--- config.mk ---
export PLATFORM = sky130hd
export DESIGN_NAME = prime_filter_with_count_flat
export DESIGN_NICKNAME = d
export VERILOG_FILES = /design/src/hw/rtl/pfc_pkg.sv /design/src/hw/rtl/pfc_if.sv /design/src/hw/rtl/pfc_trial.sv /design/src/hw/rtl/prime_filter_with_count.sv /design/src/flat_wrapper.sv
export SDC_FILE = /design/constraint.sdc
export NUM_CORES = 1
export LEC_CHECK = 0
export CAP_MARGIN = 40
export CORE_MARGIN = 3
export CORE_UTILIZATION = 51
export DETAILED_ROUTE_END_ITERATION = 7
export DONT_BUFFER_PORTS = 1
export PLACE_DENSITY = 0.69
export RECOVER_POWER = 25
export SETUP_SLACK_MARGIN = 0.1
export SKIP_CTS_REPAIR_TIMING = 1
export SYNTH_ARGS = -nofsm -noshare
export SYNTH_HDL_FRONTEND = slang
export SYNTH_SLANG_ARGS = --single-unit
--- constraint.sdc ---
create_clock -name i_clk -period 6.55 [get_ports i_clk]
set_clock_uncertainty 0.15 [all_clocks]
set_input_delay 0.9825 -clock i_clk [delete_from_list [all_inputs] [get_ports i_clk]]
set_output_delay 0.9825 -clock i_clk [all_outputs]
set_load 0.1 [all_outputs]
--- src/hw/rtl/pfc_pkg.sv ---
// Shared constants, types and state encodings of the prime filter.
package pfc_pkg;

    localparam int MAX_ITEMS = 128;

    localparam int VALUE_W = 32;
    localparam int PRIME_W = 31;
    localparam int POS_W   = 7;
    localparam int TOTAL_W = 8;

    // Trial divisors never exceed 46341, so 16 bits hold a divisor and a remainder.
    localparam int DIV_W   = 16;
    localparam int SQ_W    = 32;
    localparam int BIT_W   = 5;

    localparam logic [POS_W-1:0]   POS_LAST  = POS_W'(MAX_ITEMS - 1);
    localparam logic [TOTAL_W-1:0] TOTAL_MAX = TOTAL_W'(MAX_ITEMS);
    localparam logic [BIT_W-1:0]   BITS_LAST = BIT_W'(PRIME_W - 1);

    localparam logic KIND_PRIME = 1'b0;
    localparam logic KIND_COUNT = 1'b1;

    typedef enum logic [1:0] {
        S_IDLE,
        S_WAIT,
        S_PRIME,
        S_COUNT
    } t_ctl_state;

    typedef enum logic [2:0] {
        T_IDLE,
        T_CHECK,
        T_DIV,
        T_NEXT,
        T_PRIME,
        T_COMPOSITE
    } t_trial_state;

    typedef struct packed {
        logic               start;
        logic [PRIME_W-1:0] value;
    } t_trial_req;

    typedef struct packed {
        logic done;
        logic is_prime;
    } t_trial_sts;

endpackage

--- src/hw/rtl/pfc_if.sv ---
// Handshake channels of the prime filter: input items and result items.
interface pfc_in_if;
    logic                               valid;
    logic                               ready;
    logic signed [pfc_pkg::VALUE_W-1:0] value;
    logic                               last;

    modport source (output valid, output value, output last, input ready);
    modport sink   (input valid, input value, input last, output ready);
endinterface

interface pfc_out_if;
    logic                        valid;
    logic                        ready;
    logic                        kind;
    logic [pfc_pkg::PRIME_W-1:0] prime_value;
    logic [pfc_pkg::POS_W-1:0]   position;
    logic [pfc_pkg::TOTAL_W-1:0] prime_total;
    logic                        end_of_results;

    modport source (output valid, output kind, output prime_value, output position,
                    output prime_total, output end_of_results, input ready);
    modport sink   (input valid, input kind, input prime_value, input position,
                    input prime_total, input end_of_results, output ready);
endinterface

--- src/hw/rtl/pfc_trial.sv ---
// Trial division unit: bit-serial remainder for each divisor while d*d <= n.
module pfc_trial (
    input  logic                i_clk,
    input  logic                i_rst_n,
    input  pfc_pkg::t_trial_req i_req,
    output pfc_pkg::t_trial_sts o_sts
);

    pfc_pkg::t_trial_state r_state, n_state;

    logic [pfc_pkg::PRIME_W-1:0] r_n;
    logic [pfc_pkg::DIV_W-1:0]   r_d;
    logic [pfc_pkg::SQ_W-1:0]    r_sq;
    logic [pfc_pkg::PRIME_W-1:0] r_shift;
    logic [pfc_pkg::DIV_W-1:0]   r_rem;
    logic [pfc_pkg::BIT_W-1:0]   r_bit;

    logic [pfc_pkg::DIV_W:0]     w_trial;
    logic [pfc_pkg::DIV_W:0]     w_diff;
    logic [pfc_pkg::DIV_W-1:0]   n_rem;
    logic                        w_fits;

    // One restoring step: bring in the next bit of n, subtract d if it fits.
    always_comb begin
        w_trial = {r_rem, r_shift[pfc_pkg::PRIME_W-1]};
        w_diff  = w_trial - {1'b0, r_d};
        if (w_trial >= {1'b0, r_d}) begin
            n_rem = w_diff[pfc_pkg::DIV_W-1:0];
        end else begin
            n_rem = w_trial[pfc_pkg::DIV_W-1:0];
        end
    end

    assign w_fits = r_sq <= {1'b0, r_n};

    always_comb begin
        n_state = r_state;
        unique case (r_state)
            pfc_pkg::T_IDLE: begin
                if (i_req.start) n_state = pfc_pkg::T_CHECK;
            end
            pfc_pkg::T_CHECK: begin
                n_state = w_fits ? pfc_pkg::T_DIV : pfc_pkg::T_PRIME;
            end
            pfc_pkg::T_DIV: begin
                if (r_bit == pfc_pkg::BITS_LAST) n_state = pfc_pkg::T_NEXT;
            end
            pfc_pkg::T_NEXT: begin
                n_state = (r_rem == '0) ? pfc_pkg::T_COMPOSITE : pfc_pkg::T_CHECK;
            end
            pfc_pkg::T_PRIME:     n_state = pfc_pkg::T_IDLE;
            pfc_pkg::T_COMPOSITE: n_state = pfc_pkg::T_IDLE;
            default:              n_state = pfc_pkg::T_IDLE;
        endcase
    end

    always_comb begin
        o_sts.done     = (r_state == pfc_pkg::T_PRIME) || (r_state == pfc_pkg::T_COMPOSITE);
        o_sts.is_prime = (r_state == pfc_pkg::T_PRIME);
    end

    always_ff @(posedge i_clk) begin
        if (!i_rst_n) begin
            r_state <= pfc_pkg::T_IDLE;
        end else begin
            r_state <= n_state;
        end
    end

    always_ff @(posedge i_clk) begin
        unique case (r_state)
            pfc_pkg::T_IDLE: begin
                if (i_req.start) begin
                    r_n  <= i_req.value;
                    r_d  <= pfc_pkg::DIV_W'(2);
                    r_sq <= pfc_pkg::SQ_W'(4);
                end
            end
            pfc_pkg::T_CHECK: begin
                // The top bit alone is always below d, so it is the first remainder.
                r_rem   <= {{(pfc_pkg::DIV_W-1){1'b0}}, r_n[pfc_pkg::PRIME_W-1]};
                r_shift <= r_n << 1;
                r_bit   <= pfc_pkg::BIT_W'(1);
            end
            pfc_pkg::T_DIV: begin
                r_rem   <= n_rem;
                r_shift <= r_shift << 1;
                r_bit   <= r_bit + pfc_pkg::BIT_W'(1);
            end
            pfc_pkg::T_NEXT: begin
                // (d+1)^2 = d^2 + 2d + 1
                r_sq <= r_sq + pfc_pkg::SQ_W'({r_d, 1'b1});
                r_d  <= r_d + pfc_pkg::DIV_W'(1);
            end
            default: begin
            end
        endcase
    end

endmodule

--- src/hw/rtl/prime_filter_with_count.sv ---
// Prime filter top level: run control, position and prime count, result register.
//
// Each item is tested by trial division with divisors 2, 3, ... while d*d does not
// exceed the value; the remainder for each divisor is formed one bit per cycle.
// Values below 2 skip the divider. Items are taken one at a time; the next item is
// accepted as soon as the results of the current one are in the output register,
// even while the last of them still waits to be taken. A prime gives a prime
// report with its position in the run; the last item of a run also gives a count
// report, after which position and count restart. Position saturates at
// MAX_ITEMS-1 and the count at MAX_ITEMS.
module prime_filter_with_count (
    input  logic       i_clk,
    input  logic       i_rst_n,
    pfc_in_if.sink     i_in,
    pfc_out_if.source  o_out
);

    pfc_pkg::t_ctl_state r_state, n_state;

    logic [pfc_pkg::PRIME_W-1:0] r_value;
    logic                        r_last;
    logic [pfc_pkg::POS_W-1:0]   r_pos;
    logic [pfc_pkg::POS_W-1:0]   r_pos_item;
    logic [pfc_pkg::TOTAL_W-1:0] r_primes;

    logic                        r_out_valid;
    logic                        r_out_kind;
    logic [pfc_pkg::PRIME_W-1:0] r_out_value;
    logic [pfc_pkg::POS_W-1:0]   r_out_pos;
    logic [pfc_pkg::TOTAL_W-1:0] r_out_total;
    logic                        r_out_end;

    logic                        w_accept;
    logic                        w_candidate;
    logic                        w_slot_free;
    logic                        w_in_ready;
    logic                        w_load_prime;
    logic                        w_load_count;

    pfc_pkg::t_trial_req         w_req;
    pfc_pkg::t_trial_sts         w_sts;

    pfc_trial u_trial (
        .i_clk   (i_clk),
        .i_rst_n (i_rst_n),
        .i_req   (w_req),
        .o_sts   (w_sts)
    );

    assign w_accept    = i_in.valid && w_in_ready;
    assign w_candidate = !i_in.value[pfc_pkg::VALUE_W-1] && (i_in.value[pfc_pkg::VALUE_W-2:1] != '0);
    assign w_slot_free = !r_out_valid || o_out.ready;

    always_comb begin
        n_state = r_state;
        unique case (r_state)
            pfc_pkg::S_IDLE: begin
                if (w_accept) begin
                    if (w_candidate) begin
                        n_state = pfc_pkg::S_WAIT;
                    end else if (i_in.last) begin
                        n_state = pfc_pkg::S_COUNT;
                    end
                end
            end
            pfc_pkg::S_WAIT: begin
                if (w_sts.done) begin
                    if (w_sts.is_prime) begin
                        n_state = pfc_pkg::S_PRIME;
                    end else if (r_last) begin
                        n_state = pfc_pkg::S_COUNT;
                    end else begin
                        n_state = pfc_pkg::S_IDLE;
                    end
                end
            end
            pfc_pkg::S_PRIME: begin
                if (w_slot_free) n_state = r_last ? pfc_pkg::S_COUNT : pfc_pkg::S_IDLE;
            end
            pfc_pkg::S_COUNT: begin
                if (w_slot_free) n_state = pfc_pkg::S_IDLE;
            end
            default: n_state = pfc_pkg::S_IDLE;
        endcase
    end

    always_comb begin
        w_in_ready   = (r_state == pfc_pkg::S_IDLE);
        w_load_prime = (r_state == pfc_pkg::S_PRIME) && w_slot_free;
        w_load_count = (r_state == pfc_pkg::S_COUNT) && w_slot_free;
        w_req.start  = w_accept && w_candidate;
        w_req.value  = i_in.value[pfc_pkg::PRIME_W-1:0];
    end

    always_ff @(posedge i_clk) begin
        if (!i_rst_n) begin
            r_state     <= pfc_pkg::S_IDLE;
            r_pos       <= '0;
            r_primes    <= '0;
            r_out_valid <= 1'b0;
        end else begin
            r_state <= n_state;

            if (w_accept) begin
                if (i_in.last) begin
                    r_pos <= '0;
                end else if (r_pos != pfc_pkg::POS_LAST) begin
                    r_pos <= r_pos + pfc_pkg::POS_W'(1);
                end
            end

            if (w_load_count) begin
                r_primes <= '0;
            end else if ((r_state == pfc_pkg::S_WAIT) && w_sts.done && w_sts.is_prime
                         && (r_primes != pfc_pkg::TOTAL_MAX)) begin
                r_primes <= r_primes + pfc_pkg::TOTAL_W'(1);
            end

            if (w_load_prime || w_load_count) begin
                r_out_valid <= 1'b1;
            end else if (o_out.ready) begin
                r_out_valid <= 1'b0;
            end
        end
    end

    always_ff @(posedge i_clk) begin
        if (w_accept) begin
            r_value    <= i_in.value[pfc_pkg::PRIME_W-1:0];
            r_last     <= i_in.last;
            r_pos_item <= r_pos;
        end

        if (w_load_prime) begin
            r_out_kind  <= pfc_pkg::KIND_PRIME;
            r_out_value <= r_value;
            r_out_pos   <= r_pos_item;
            r_out_total <= '0;
            r_out_end   <= !r_last;
        end else if (w_load_count) begin
            r_out_kind  <= pfc_pkg::KIND_COUNT;
            r_out_value <= '0;
            r_out_pos   <= '0;
            r_out_total <= r_primes;
            r_out_end   <= 1'b1;
        end
    end

    assign i_in.ready           = w_in_ready;
    assign o_out.valid          = r_out_valid;
    assign o_out.kind           = r_out_kind;
    assign o_out.prime_value    = r_out_value;
    assign o_out.position       = r_out_pos;
    assign o_out.prime_total    = r_out_total;
    assign o_out.end_of_results = r_out_end;

`ifndef SYNTHESIS
    a_done_in_wait: assert property (@(posedge i_clk) disable iff (!i_rst_n)
        w_sts.done |-> (r_state == pfc_pkg::S_WAIT))
        else $error("trial unit finished while no item was waiting");

    a_count_ends: assert property (@(posedge i_clk) disable iff (!i_rst_n)
        (r_out_valid && (r_out_kind == pfc_pkg::KIND_COUNT))
        |-> (r_out_end && (r_out_total <= pfc_pkg::TOTAL_MAX)))
        else $error("count report malformed");

    a_prime_value: assert property (@(posedge i_clk) disable iff (!i_rst_n)
        (r_out_valid && (r_out_kind == pfc_pkg::KIND_PRIME))
        |-> ((r_out_value >= pfc_pkg::PRIME_W'(2)) && (r_out_total == '0)))
        else $error("prime report carries a value below two");

    a_hold_result: assert property (@(posedge i_clk) disable iff (!i_rst_n)
        (r_out_valid && !o_out.ready) |=> (r_out_valid && $stable(r_out_kind)))
        else $error("pending result dropped or changed");
`endif

endmodule

--- src/flat_wrapper.sv ---
// flat-port wrapper written by rule: the top's interface ports become plain ports
module prime_filter_with_count_flat 
  (i_clk, i_rst_n, i_in_valid, i_in_value, i_in_last, i_in_ready, o_out_valid, o_out_kind, o_out_prime_value, o_out_position, o_out_prime_total, o_out_end_of_results, o_out_ready);
  pfc_in_if i_in_i ();
  pfc_out_if o_out_i ();
  input  logic i_clk;
  input  logic i_rst_n;
  input wire logic [$bits(i_in_i.valid)-1:0] i_in_valid;
  input wire logic [$bits(i_in_i.value)-1:0] i_in_value;
  input wire logic [$bits(i_in_i.last)-1:0] i_in_last;
  output wire logic [$bits(i_in_i.ready)-1:0] i_in_ready;
  output wire logic [$bits(o_out_i.valid)-1:0] o_out_valid;
  output wire logic [$bits(o_out_i.kind)-1:0] o_out_kind;
  output wire logic [$bits(o_out_i.prime_value)-1:0] o_out_prime_value;
  output wire logic [$bits(o_out_i.position)-1:0] o_out_position;
  output wire logic [$bits(o_out_i.prime_total)-1:0] o_out_prime_total;
  output wire logic [$bits(o_out_i.end_of_results)-1:0] o_out_end_of_results;
  input wire logic [$bits(o_out_i.ready)-1:0] o_out_ready;
  assign i_in_i.valid = i_in_valid;
  assign i_in_i.value = i_in_value;
  assign i_in_i.last = i_in_last;
  assign i_in_ready = i_in_i.ready;
  assign o_out_valid = o_out_i.valid;
  assign o_out_kind = o_out_i.kind;
  assign o_out_prime_value = o_out_i.prime_value;
  assign o_out_position = o_out_i.position;
  assign o_out_prime_total = o_out_i.prime_total;
  assign o_out_end_of_results = o_out_i.end_of_results;
  assign o_out_i.ready = o_out_ready;
  prime_filter_with_count u_core (.i_clk(i_clk), .i_rst_n(i_rst_n), .i_in(i_in_i), .o_out(o_out_i));
endmodule
# Word-level counts from Yosys, hierarchy flattened
# Index checks and enable logic that the tools add are counted.
# classes
n_reduce_logical	29
n_lt_le_gt_ge	2
n_eq_ne	18
addsub	6
bitwise_logic	1
mux	32
# op_table
operator	n
16-bit one-hot mux with 2 select lines	2
32-bit one-hot mux with 2 select lines	1
31-bit 2-to-1 mux	2
31-bit one-hot mux with 2 select lines	1
32-bit by 17-bit adder with 32-bit output	1
32-bit by 31-bit <= comparator with 1-bit output	1
16-bit 2-to-1 mux	2
32-bit 2-to-1 mux	1
30-bit nonzero test	1
7-bit 2-to-1 mux	4
17-bit by 16-bit greater-or-equal comparator with 1-bit output	1
16-bit by 1-bit adder with 16-bit output, second input constant	1
16-bit logical NOT	1
2-bit 2-to-1 mux	8
16-bit subtractor	1
3-bit 2-to-1 mux	4
3-bit one-hot mux with 4 select lines	1
5-bit one-hot mux with 2 select lines	1
2-bit nonzero test	5
8-bit by 1-bit adder with 8-bit output, second input constant	1
1-bit logical AND	8
2-bit by 1-bit inequality test with 1-bit output, second input constant	4
8-bit inequality test, second input constant	1
2-bit one-hot mux with 4 select lines	1
other kinds (20)	34
# word_totals
inputBits	37
register_bits	239
wordCells	107
out_inout_bits	50

# Depth between registers and ports, before layout
# Gate-level depths: netlist of the first run.
# depth
ltp_word	5
mapped_depth	12
mapped_depth_nobuf	10

# Hierarchy
# A second synthesis of the first run with hierarchy kept.
# hier_totals
cells_unflattened	1053
hier_area_um2	11900.2
# modules_own_cells
module	cells_per_inst	instances	area_per_inst_um2	seq_area_each_um2
pfc_trial	765	1	7943.9	3963.8
prime_filter_with_count	288	1	3956.3	2882.8

# Worst setup path after synthesis of the first run
# No wires, ideal clock.
# synth_path
path_type	flip-flop to flip-flop
startpoint	register u_core.r_state[0]
endpoint	register u_core.u_trial.r_d[0] (netlist bit) (enable)
period_less_slack_ns	7.320
t_arrival_ns	6.758
n_path_buf	0
path_stages_with_launch	5
t_required_ns	5.988
setup_time_ns	0.412
setup_slack_ns	-0.770
cell_sequence	dfxtp_1 > nor2_1 > nand2_1 > nor4b_1 > nand2b_1
# synth_via
elab_chain_cells	5
# synth_rtl
element	line	source
from (decl)	prime_filter_with_count.sv:18	pfc_pkg::t_ctl_state r_state, n_state;
from (signal assigned)	prime_filter_with_count.sv:97	r_state <= pfc_pkg::S_IDLE;
from (signal assigned)	prime_filter_with_count.sv:102	r_state <= n_state;
2-bit logical NOT	prime_filter_with_count.sv:88	w_in_ready = (r_state == pfc_pkg::S_IDLE);
named net i_in_ready	flat_wrapper.sv:11	output wire logic [$bits(i_in_i.ready)-1:0] i_in_ready;
1-bit logical AND	prime_filter_with_count.sv:50	assign w_accept = i_in.valid && w_in_ready;
1-bit logical AND	prime_filter_with_count.sv:91	w_req.start = w_accept && w_candidate;
2-bit inequality test (no source line)	-	
2-bit AND reduction (no source line)	-	
to (signal assigned)	pfc_trial.sv:75	r_d <= pfc_pkg::DIV_W'(2);
to (signal assigned)	pfc_trial.sv:93	r_d <= r_d + pfc_pkg::DIV_W'(1);
to (decl)	pfc_trial.sv:12	logic [pfc_pkg::DIV_W-1:0] r_d;
# The timed path passes the listed nets, and every way through them passes these cells.
# A chain may end at the register's enable or synchronous reset.

# Worst setup path in the final report of the first run
# layout_path
startpoint	register u_core.u_trial.r_state[2]
endpoint	register u_core.u_trial.r_sq[1] (netlist bit) (enable)
# layout_via
elab_chain_cells	3
elab_cells_between_ends	5
classes_between	eq/ne (2); reduce/logical (3)
# layout_rtl
element	line	source
from (decl)	pfc_trial.sv:9	pfc_pkg::t_trial_state r_state, n_state;
from (signal assigned)	pfc_trial.sv:64	r_state <= pfc_pkg::T_IDLE;
from (signal assigned)	pfc_trial.sv:66	r_state <= n_state;
3-bit by 2-bit == test with 1-bit output or 3-bit logical NOT (tied branches)	pfc_trial.sv:71	unique case (r_state)
2-bit nonzero test (no source line) or 2-bit inequality test (tied branches)	-	
2-bit AND reduction (no source line) *	-	
to (signal assigned)	pfc_trial.sv:76	r_sq <= pfc_pkg::SQ_W'(4);
to (signal assigned)	pfc_trial.sv:92	r_sq <= r_sq + pfc_pkg::SQ_W'({r_d, 1'b1});
to (decl)	pfc_trial.sv:13	logic [pfc_pkg::SQ_W-1:0] r_sq;
# Every way passes the cells marked *; elsewhere a longest branch is shown, timed or not.

==> flow_metrics.tcl, run 1 <==
set metrics [dict create \
    status "finished with violations" \
    violations "capacitance limit, slew limit" \
    viasPerCell 5.794 \
    critPathLaunch "u_core.u_trial.r_state[2]$_SDFFE_PN0P_" \
    synth_top_area_share_pct 52.86 \
    dr.pass1.iters 5 \
    power_density_nw_per_um2 304.1 \
    cts_tree "built" \
    drtIter0Drc 520 \
    io_pins 87 \
    routedWlPerCell_um 18.97 \
    fin_ws_ns 3.067 \
    grt_pass1_wl_um 41950 \
    endpoint "u_core.u_trial.r_sq[1]$_SDFFCE_PN0P_" \
    cp.required_ns 6.59 \
    synth-seq-area-share_pct 57.94 \
    antenna_cells 0 \
    finalMaxSlewViolations 101 \
    r2r_start "u_core.u_trial.r_state[2]$_SDFFE_PN0P_" \
    dpl_worst_slack_ns 2.971 \
    fp.dieH_um 158.2 \
    core_area_sq_um 22710 \
    overflow 0 \
    maxCapViolations 2 \
    ys_warn_count 0 \
    fin_crit_sh_pct 53.18 \
    reg2reg_slack_ns 3.07 \
    place.gp.congestion 0.8652 \
    p_leak_nw 5.289 \
    crit_chain "nand3b_1 > clkbuf_1 > nand2b_2 > buf_4" \
    yosys-top-cells-area "edfxtp_1, ha_1, dfxtp_1" \
    min_path_type "register to register" \
    worstSetupStartpointType "register" \
    setup_violations 0 \
    synth_edf_count 208 \
    layout-drive-gt1-share_pct 9.890 \
    syn_to_final_growth_pct 17.20 \
    wl_um 26120 \
    path_clk_slew_ns 0.06 \
    nNetsFinal 1181 \
    drc 0 \
    netlist_area_sq_um 11820 \
    syn_avg_cell_area_sq_um 11.43 \
    crit_family "buffers and inverters" \
    port_buffers 0 \
    synth.most_common_cell "edfxtp_1" \
    path_class "register to register" \
    num_vias 7979 \
    die-area_sq_um 25030 \
    grt.total_usage_pct 21.05 \
    cts_sinks 238 \
    insertion_delay_ns 0.53 \
    synth_ff_type "edfxtp_1" \
    cts_buffers 25 \
    rsz0062_at_grt "no" \
    worstPathArrival_ns 3.53 \
    fmax_mhz 287.1 \
    yosysUniqueCellTypes 64 \
    worstMarginPinSlew_ns 2.944 \
    worst-path-buf-inv 2 \
    reg2regPathDepth 4 \
    fp.dieW_um 158.2 \
    syn_inst 1034 \
    max_stage_delay_ns 1.67 \
    grt_antenna_before_repair 1 \
    async_flop_share_pct 0 \
    hpwlAfterDp_um 17940 \
    synthTopCellsByCount "edfxtp_1, nand2_1, nor2_1" \
    synth_nets 1142 \
    ys_ff_latch 238 \
    endpoint_kind "register" \
    crit_slowest_cell "clkbuf_1" \
    worst_r2r_endpoint "u_core.u_trial.r_sq[1]$_SDFFCE_PN0P_" \
    timing.slew.headroom_pct -96.27 \
    cts_max_path_buffers 3 \
    hold_slack_ns 0.3175 \
    ant_nets 0 \
    timing.setup.tns_ns 0 \
    hold_violations 0 \
    path_max_fanout 48 \
    cts-root-buf "clkbuf_16" \
    synth_top_area_cell "edfxtp_1" \
    cp.depth 4 \
    start_util_pct 52.03 \
    grt_max_degree 80 \
    std_cell_rows 55 \
    grt_pass1_vias 7883 \
    irDropWorstVdd_v 0.0002907 \
    min_period_ns 3.483 \
    htree_levels 1 \
]
## state kept, by name, summed over array words and instances, names as in the netlist, 7 cells and up
signal / cells
u_core.u_trial.r_d: 16
u_core.o_out.prime_total: 8
u_core.u_trial.r_rem: 16
u_core.r_value: 31
u_core.u_trial.r_sq: 32
u_core.r_pos: 7
u_core.r_primes: 8
u_core.r_pos_item: 7
u_core.u_trial.r_shift: 30
u_core.o_out.position: 7
u_core.o_out.prime_value: 31
u_core.u_trial.r_n: 31
## final cells by class
class	instances	area [sq um]
tap	285	356.6
clock inverter	21	264.0
inverter	64	240.2
multi-input combinational	697	4599
sequential	238	6847
timing repair buffer	47	915.9
clock buffer	25	625.6
fill	1714	8861
## how the worst min path moves through the flow
stage | cells after the start | slack [ns] | end | start
floorplan | 0 | 0.28 | u_core.r_pos_item[6]$_DFFE_PP_ | u_core.r_pos[6]$_SDFFE_PN0P_
global placement | 0 | 0.30 | u_core.r_pos_item[6]$_DFFE_PP_ | u_core.r_pos[6]$_SDFFE_PN0P_
detailed placement | 0 | 0.30 | u_core.r_pos_item[6]$_DFFE_PP_ | u_core.r_pos[6]$_SDFFE_PN0P_
CTS | 0 | 0.32 | u_core.r_pos_item[6]$_DFFE_PP_ | u_core.r_pos[6]$_SDFFE_PN0P_
global route | 0 | 0.34 | u_core.r_pos_item[6]$_DFFE_PP_ | u_core.r_pos[6]$_SDFFE_PN0P_
finish | 0 | 0.32 | u_core.r_pos_item[6]$_DFFE_PP_ | u_core.r_pos[6]$_SDFFE_PN0P_
## power by group
group,internal [mW],total (mW),switching (mW)
Combinational,0.271,0.733,0.462
Clock,0.907,1.53,0.619
Sequential,1.82,1.95,0.138
Total,2.99,4.21,1.22
## logic make-up after synthesis
group | synth area share (%)
AOI/OAI and AO/OA | 10.44
adders and majority gates | 7.645
muxes | 1.398
and+or+nand+nor | 15.15
DFF | 57.94
buffers and inverters | 3.346
xor gates and xnor gates | 4.077
## per-stage QoR
step,instances,power (mW),utilization [%],cell area (sq um)
after detailed placement,1327,2.698,56.68,12870
after global placement,1293,2.596,53.36,12120
after floorplan,1034,2.481,-,11820
after CTS,1373,4.216,60.60,13760
after global routing,1377,4.375,60.98,13850
final,1377,4.212,60.98,13850
## routing by layer
metal	GRT usage [%]	part of all wire (%)	vias to the layer above
met1	28.25	43	3825
met4	7.251	3.4	2
met2	35.12	48	207
met5	0	0.050	-
met3	3.226	5.0	57
li1	-	-	3888
## placed cells by master (no fill, tap or decap), drive strengths merged, types with 13 or more instances in the layout
master and n:
a21oi 52, and3 47, buf 42, clkbuf 30
dfxtp 30, edfxtp 208, ha 69, inv 67
mux2i 15, nand2 92, nand3 25, nand4 19
nor2 93, nor4 13, o21ai 66, o31ai 13
xnor2 31, xor2 24
No activity file was read; power rests on OpenSTA's default activity.
==> run 2, diff against run 1 <==
clock period = 3.2 ns   (was 6.55 ns; I/O delays follow)
==> run 2 against run 1 <==
The run still ends with capacitance limit, slew limit left. Sequential share of layout area grew 0.41 points. Count of clock-buffer cells in the layout up 5. Worst setup slack worse by 2.8 ns. Cell count grew 2.3%. Maximum frequency up 17%. First-iteration DRC count up 36%. Sequential power is 110% higher. Non-clock buffer count rose by 31. Die area unchanged. Utilization fell by 0.50 points.
==> flow_metrics.tcl, run 2 (synthesized netlist as in run 1, its figures left out) <==
set metrics [dict create \
    htree_levels 1 \
    fin_crit_sh_pct 93.18 \
    dr.pass1.iters 4 \
    path_clk_slew_ns 0.06 \
    seq_area_sq_um 6848 \
    place_inst 1327 \
    syn_to_final_growth_pct 16.24 \
    grt_antenna_before_repair 0 \
    worstSetupStartpointType "register" \
    min_path_type "input pin to register" \
    layout_commonest_cell "edfxtp_1" \
    grt_pass1_vias 7947 \
    wl_met1_um 11590 \
    routed.top_layer "met4" \
    irDropWorstVdd_v 0.0004926 \
    layout-drive-gt1-share_pct 7.836 \
    cts_buffers 25 \
    min_period_ns 2.982 \
    final_cell_mix "edfxtp_1, nand2_1, nor2_1, ha_1, o21ai_0" \
    crit_chain "inv_1 > ha_1 > a21oi_1 > a21oi_1 > o31ai_1 > nand2_1 > a2bb2oi_4 > buf_12 > mux2i_1 > nor2_1" \
    p_total_mw 8.469 \
    setup_violations 0 \
    largest-register "u_core.u_trial.r_sq" \
    cts_sinks 238 \
    crit_top_cell "a21oi_1" \
    cts_max_path_buffers 3 \
    nNetsFinal 1212 \
    drtIter0Drc 707 \
    insertion_delay_ns 0.52 \
    wl_um 26770 \
    dpl_worst_slack_ns 0.2004 \
    multi_input_area_sq_um 4632 \
    rsz0062_at_grt "yes" \
    cts_tree "built" \
    fp.dieH_um 158.2 \
    num_vias 8126 \
    core_area_sq_um 22710 \
    antenna_cells 0 \
    ant_nets 0 \
    place.gp.congestion 0.8922 \
    violations "capacitance limit, slew limit" \
    hold_violations 0 \
    io_pins 87 \
    finalMaxSlewViolations 22 \
    grt_max_degree 60 \
    cp.required_ns 3.29 \
    p_leak_nw 5.202 \
    port_buffers 0 \
    endpoint_kind "register" \
    fp.dieW_um 158.2 \
    maxCapViolations 1 \
    hpwlAfterDp_um 17970 \
    grt.total_usage_pct 20.89 \
    crit_slowest_cell "edfxtp_1" \
    routedWlPerCell_um 19.01 \
    max_stage_delay_ns 0.46 \
    timing.setup.tns_ns 0 \
    met2_length_um 13160 \
    viasPerCell 5.771 \
    status "finished with violations" \
    worstMarginPinSlew_ns 2.030 \
    cts-root-buf "clkbuf_16" \
    path_class "register to register" \
    timing.slew.headroom_pct -35.84 \
    wl_met3_um 1316 \
    path_max_fanout 13 \
    grt_pass1_wl_um 41540 \
    start_util_pct 52.03 \
    fin_ws_ns 0.2182 \
    worstPathArrival_ns 3.07 \
    hold_slack_ns 0.01100 \
    largest_reg_flops 32 \
    std_cell_rows 55 \
    power_density_nw_per_um2 616.6 \
    die-area_sq_um 25030 \
    nFillCells 1774 \
    drc 0 \
    fmax_mhz 335.4 \
    overflow 0 \
    fin_cells 1408 \
]
run 2: final cells by class:
class,instances,share of cell area (%)
Sequential cell,238,49.85
Clock inverter,16,1.385
Timing Repair Buffer,78,5.857
Inverter,64,1.749
Multi-Input combinational cell,697,33.72
Clock buffer,30,4.837
Tap cell,285,2.596
run 2: metrics by stage:
stage | util [%] | area [sq um]
6_report | 60.48 | 13740
3_3_place_gp | 53.88 | 12240
4_1_cts | 60.14 | 13660
3_5_place_dp | 56.38 | 12800
5_1_grt | 60.48 | 13740
2_1_floorplan | - | 11850
run 2: metal layers:
| metal | GRT usage [%] | up-vias |
|---|---|---|
| met5 | 0 | - |
| met4 | 6.104 | 0 |
| li1 | - | 3960 |
| met1 | 28.49 | 3927 |
| met2 | 34.58 | 191 |
| met3 | 3.609 | 48 |
run 2: path summary, 6_finish.rpt:
kind                                                          startpoint                                  endpoint  slack [ns]  cells after the start
worst max register to register       u_core.u_trial.r_d[2]$_SDFFCE_PN0P_     u_core.u_trial.r_rem[2]$_SDFFCE_PN0P_        0.22                     10
worst min register to register  u_core.o_out.prime_total[4]$_SDFFE_PP0P_  u_core.o_out.prime_total[4]$_SDFFE_PP0P_        0.31                      2
worst min-delay path                                             i_rst_n    u_core.u_trial.r_state[0]$_SDFFE_PN0P_        0.01                      2
worst max-delay path                 u_core.u_trial.r_d[2]$_SDFFCE_PN0P_     u_core.u_trial.r_rem[2]$_SDFFCE_PN0P_        0.22                     10
run 2: critical path, delay by kind of cell (launching register included):
kind	cells	cell delay [ns]
fa+ha+maj	1	0.37
flops	1	0.46
compound gates	4	1.03
mux	1	0.17
buf+inv	2	0.28
simple gates	2	0.24
run 2: where the power goes:
part / total, mW / internal, mW / switching (mW) / leakage (nW)
clock network: 3.02 / 1.81 / 1.21 / 0.420
registers: 4.00 / 3.71 / 0.295 / 2.18
logic: 1.45 / 0.515 / 0.936 / 2.60
total: 8.47 / 6.03 / 2.44 / 5.20
==> run 3, diff against run 2 <==
MAX_ROUTING_LAYER = met4   (was unset)
==> run 3 against run 2 <==
The run now ends clean. Critical path depth unchanged. Sequential power about the same. Routed wire length up 2.2%. Cell count up 0.14%. Design area down 1.5%. Clock power down 2%. Sequential share of layout area up 0.74 points. Largest cell class unchanged. Largest power group unchanged.
==> flow_metrics.tcl, run 3 (synthesized netlist as in run 1, its figures left out) <==
set metrics [dict create \
    status "completed" \
    grt.total_usage_pct 21.54 \
    worstMarginPinSlew_ns 1.316 \
    power_density_nw_per_um2 618.7 \
    pwr-share-seq_pct 47.7 \
    setup_violations 0 \
    hpwlAfterDp_um 18240 \
    final_cell_mix "edfxtp_1, nand2_1, nor2_1, ha_1, o21ai_0" \
    num_vias 8266 \
    cts_sinks 238 \
    insertion_delay_ns 0.53 \
    cp.required_ns 3.31 \
    grt_antenna_before_repair 0 \
    layout_commonest_cell "edfxtp_1" \
    fp.dieW_um 158.2 \
    hold_violations 0 \
    rsz0062_at_grt "yes" \
    maxCapViolations 0 \
    viasPerCell 5.862 \
    irDropWorstVdd_v 0.0004894 \
    swShare_pct 29.06 \
    cts-root-buf "clkbuf_16" \
    std_cell_rows 55 \
    multi_input_area_sq_um 4634 \
    fin_crit_sh_pct 95.10 \
    place.gp.congestion 0.8797 \
    grt_pass1_vias 7907 \
    cts_buffers 25 \
    p_leak_nw 5.099 \
    critPathLaunch "u_core.u_trial.r_d[0]$_SDFFCE_PN0P_" \
    dr.pass1.iters 5 \
    overflow 0 \
    path_class "register to register" \
    switching_power_mw 2.434 \
    timing.setup.tns_ns 0 \
    worstSetupStartpointType "register" \
    fin_ws_ns 0.1568 \
    drtIter0Drc 637 \
    path_max_fanout 15 \
    io_pins 87 \
    hold_path.startpoint "o_out_ready" \
    placedInstanceArea_sq_um 12810 \
    internal_power_mw 5.940 \
    path_clk_slew_ns 0.06 \
    cts_max_path_buffers 3 \
    drc 0 \
    die-area_sq_um 25030 \
    dpl_worst_slack_ns 0.1713 \
    start_util_pct 52.03 \
    fp.dieH_um 158.2 \
    htree_levels 1 \
    nFillCells 1764 \
    routedWlPerCell_um 19.40 \
    cts_tree "built" \
    core_area_sq_um 22710 \
    grt_pass1_wl_um 41730 \
    min_period_ns 3.043 \
    r2r_start "u_core.u_trial.r_d[0]$_SDFFCE_PN0P_" \
    seq_area_sq_um 6848 \
    fin_area_sq_um 13530 \
    largest-register "u_core.u_trial.r_sq" \
    ant_nets 0 \
    p_comb_share_pct 16.9 \
    wl_um 27350 \
    min_path_type "input pin to register" \
    timing.slew.headroom_pct 12.66 \
    grt_max_degree 60 \
    worstPathArrival_ns 3.15 \
    largest_reg_flops 32 \
    port_buffers 0 \
    endpoint_kind "register" \
    power.share.clock_pct 35.3 \
    finalMaxSlewViolations 0 \
    syn_to_final_growth_pct 14.54 \
    layout-drive-gt1-share_pct 7.378 \
    hold_slack_ns 0.05372 \
    nNetsFinal 1215 \
    fmax_mhz 328.6 \
    antenna_cells 0 \
]
[run 3: path summary, 6_finish.rpt]
| path | endpoint | slack (ns) | depth (start not counted) |
|---|---|---|---|
| setup / recovery | u_core.u_trial.r_sq[17]$_SDFFCE_PN0P_ | 0.16 | 10 |
| hold / removal | u_core.o_out.valid$_SDFFE_PN0P_ | 0.05 | 2 |
| setup reg to reg | u_core.u_trial.r_sq[17]$_SDFFCE_PN0P_ | 0.16 | 10 |
| hold reg to reg | u_core.o_out.prime_total[4]$_SDFFE_PP0P_ | 0.32 | 2 |
[run 3: layout make-up]
class,instances,area share [%]
inverters,64,1.775
well taps,285,2.635
flip-flops and latches,238,50.60
multi-input cells,697,34.24
clock buffers,32,5.048
repair buffers,81,4.576
clock inverters,13,1.128
[run 3: per-layer routing]
metal / track usage, % / wire length [um] / vias up
met2: 34.11 / 13280 / 214
met1: 29.33 / 12070 / 4041
met5: - / 0 / -
li1: - / - / 3959
met3: 2.980 / 1127 / 52
met4: 6.186 / 871 / 0
[run 3: critical path, cell delays in order (launching register included)]
cell	delay [ns]
edfxtp_1	0.46
buf_4	0.18
ha_1	0.31
a211oi_1	0.41
o211ai_2	0.20
a21oi_2	0.23
a21oi_2	0.11
a311oi_2	0.26
buf_4	0.25
xor2_1	0.18
nor2_1	0.06
[run 3: stage by stage]
step                utilization [%]  total power [mW]  instances
finish                        59.60             8.374       1410
global route                  59.60             8.699       1410
CTS                           60.09             8.449       1373
detailed placement            56.41             5.511       1328
global placement              53.86             5.362       1301
floorplan                         -             5.082       1034
[run 3: power by group through the flow]
| stage | clock network (mW) | logic [mW] | registers (mW) |
|---|---|---|---|
| 2_1_floorplan | 0 | 0.905 | 4.18 |
| 3_3_place_gp | 0 | 1.13 | 4.23 |
| 3_5_place_dp | 0 | 1.43 | 4.08 |
| 4_1_cts | 2.99 | 1.44 | 4.02 |
| 5_1_grt | 3.12 | 1.56 | 4.02 |
| 6_report | 2.96 | 1.42 | 4.00 |
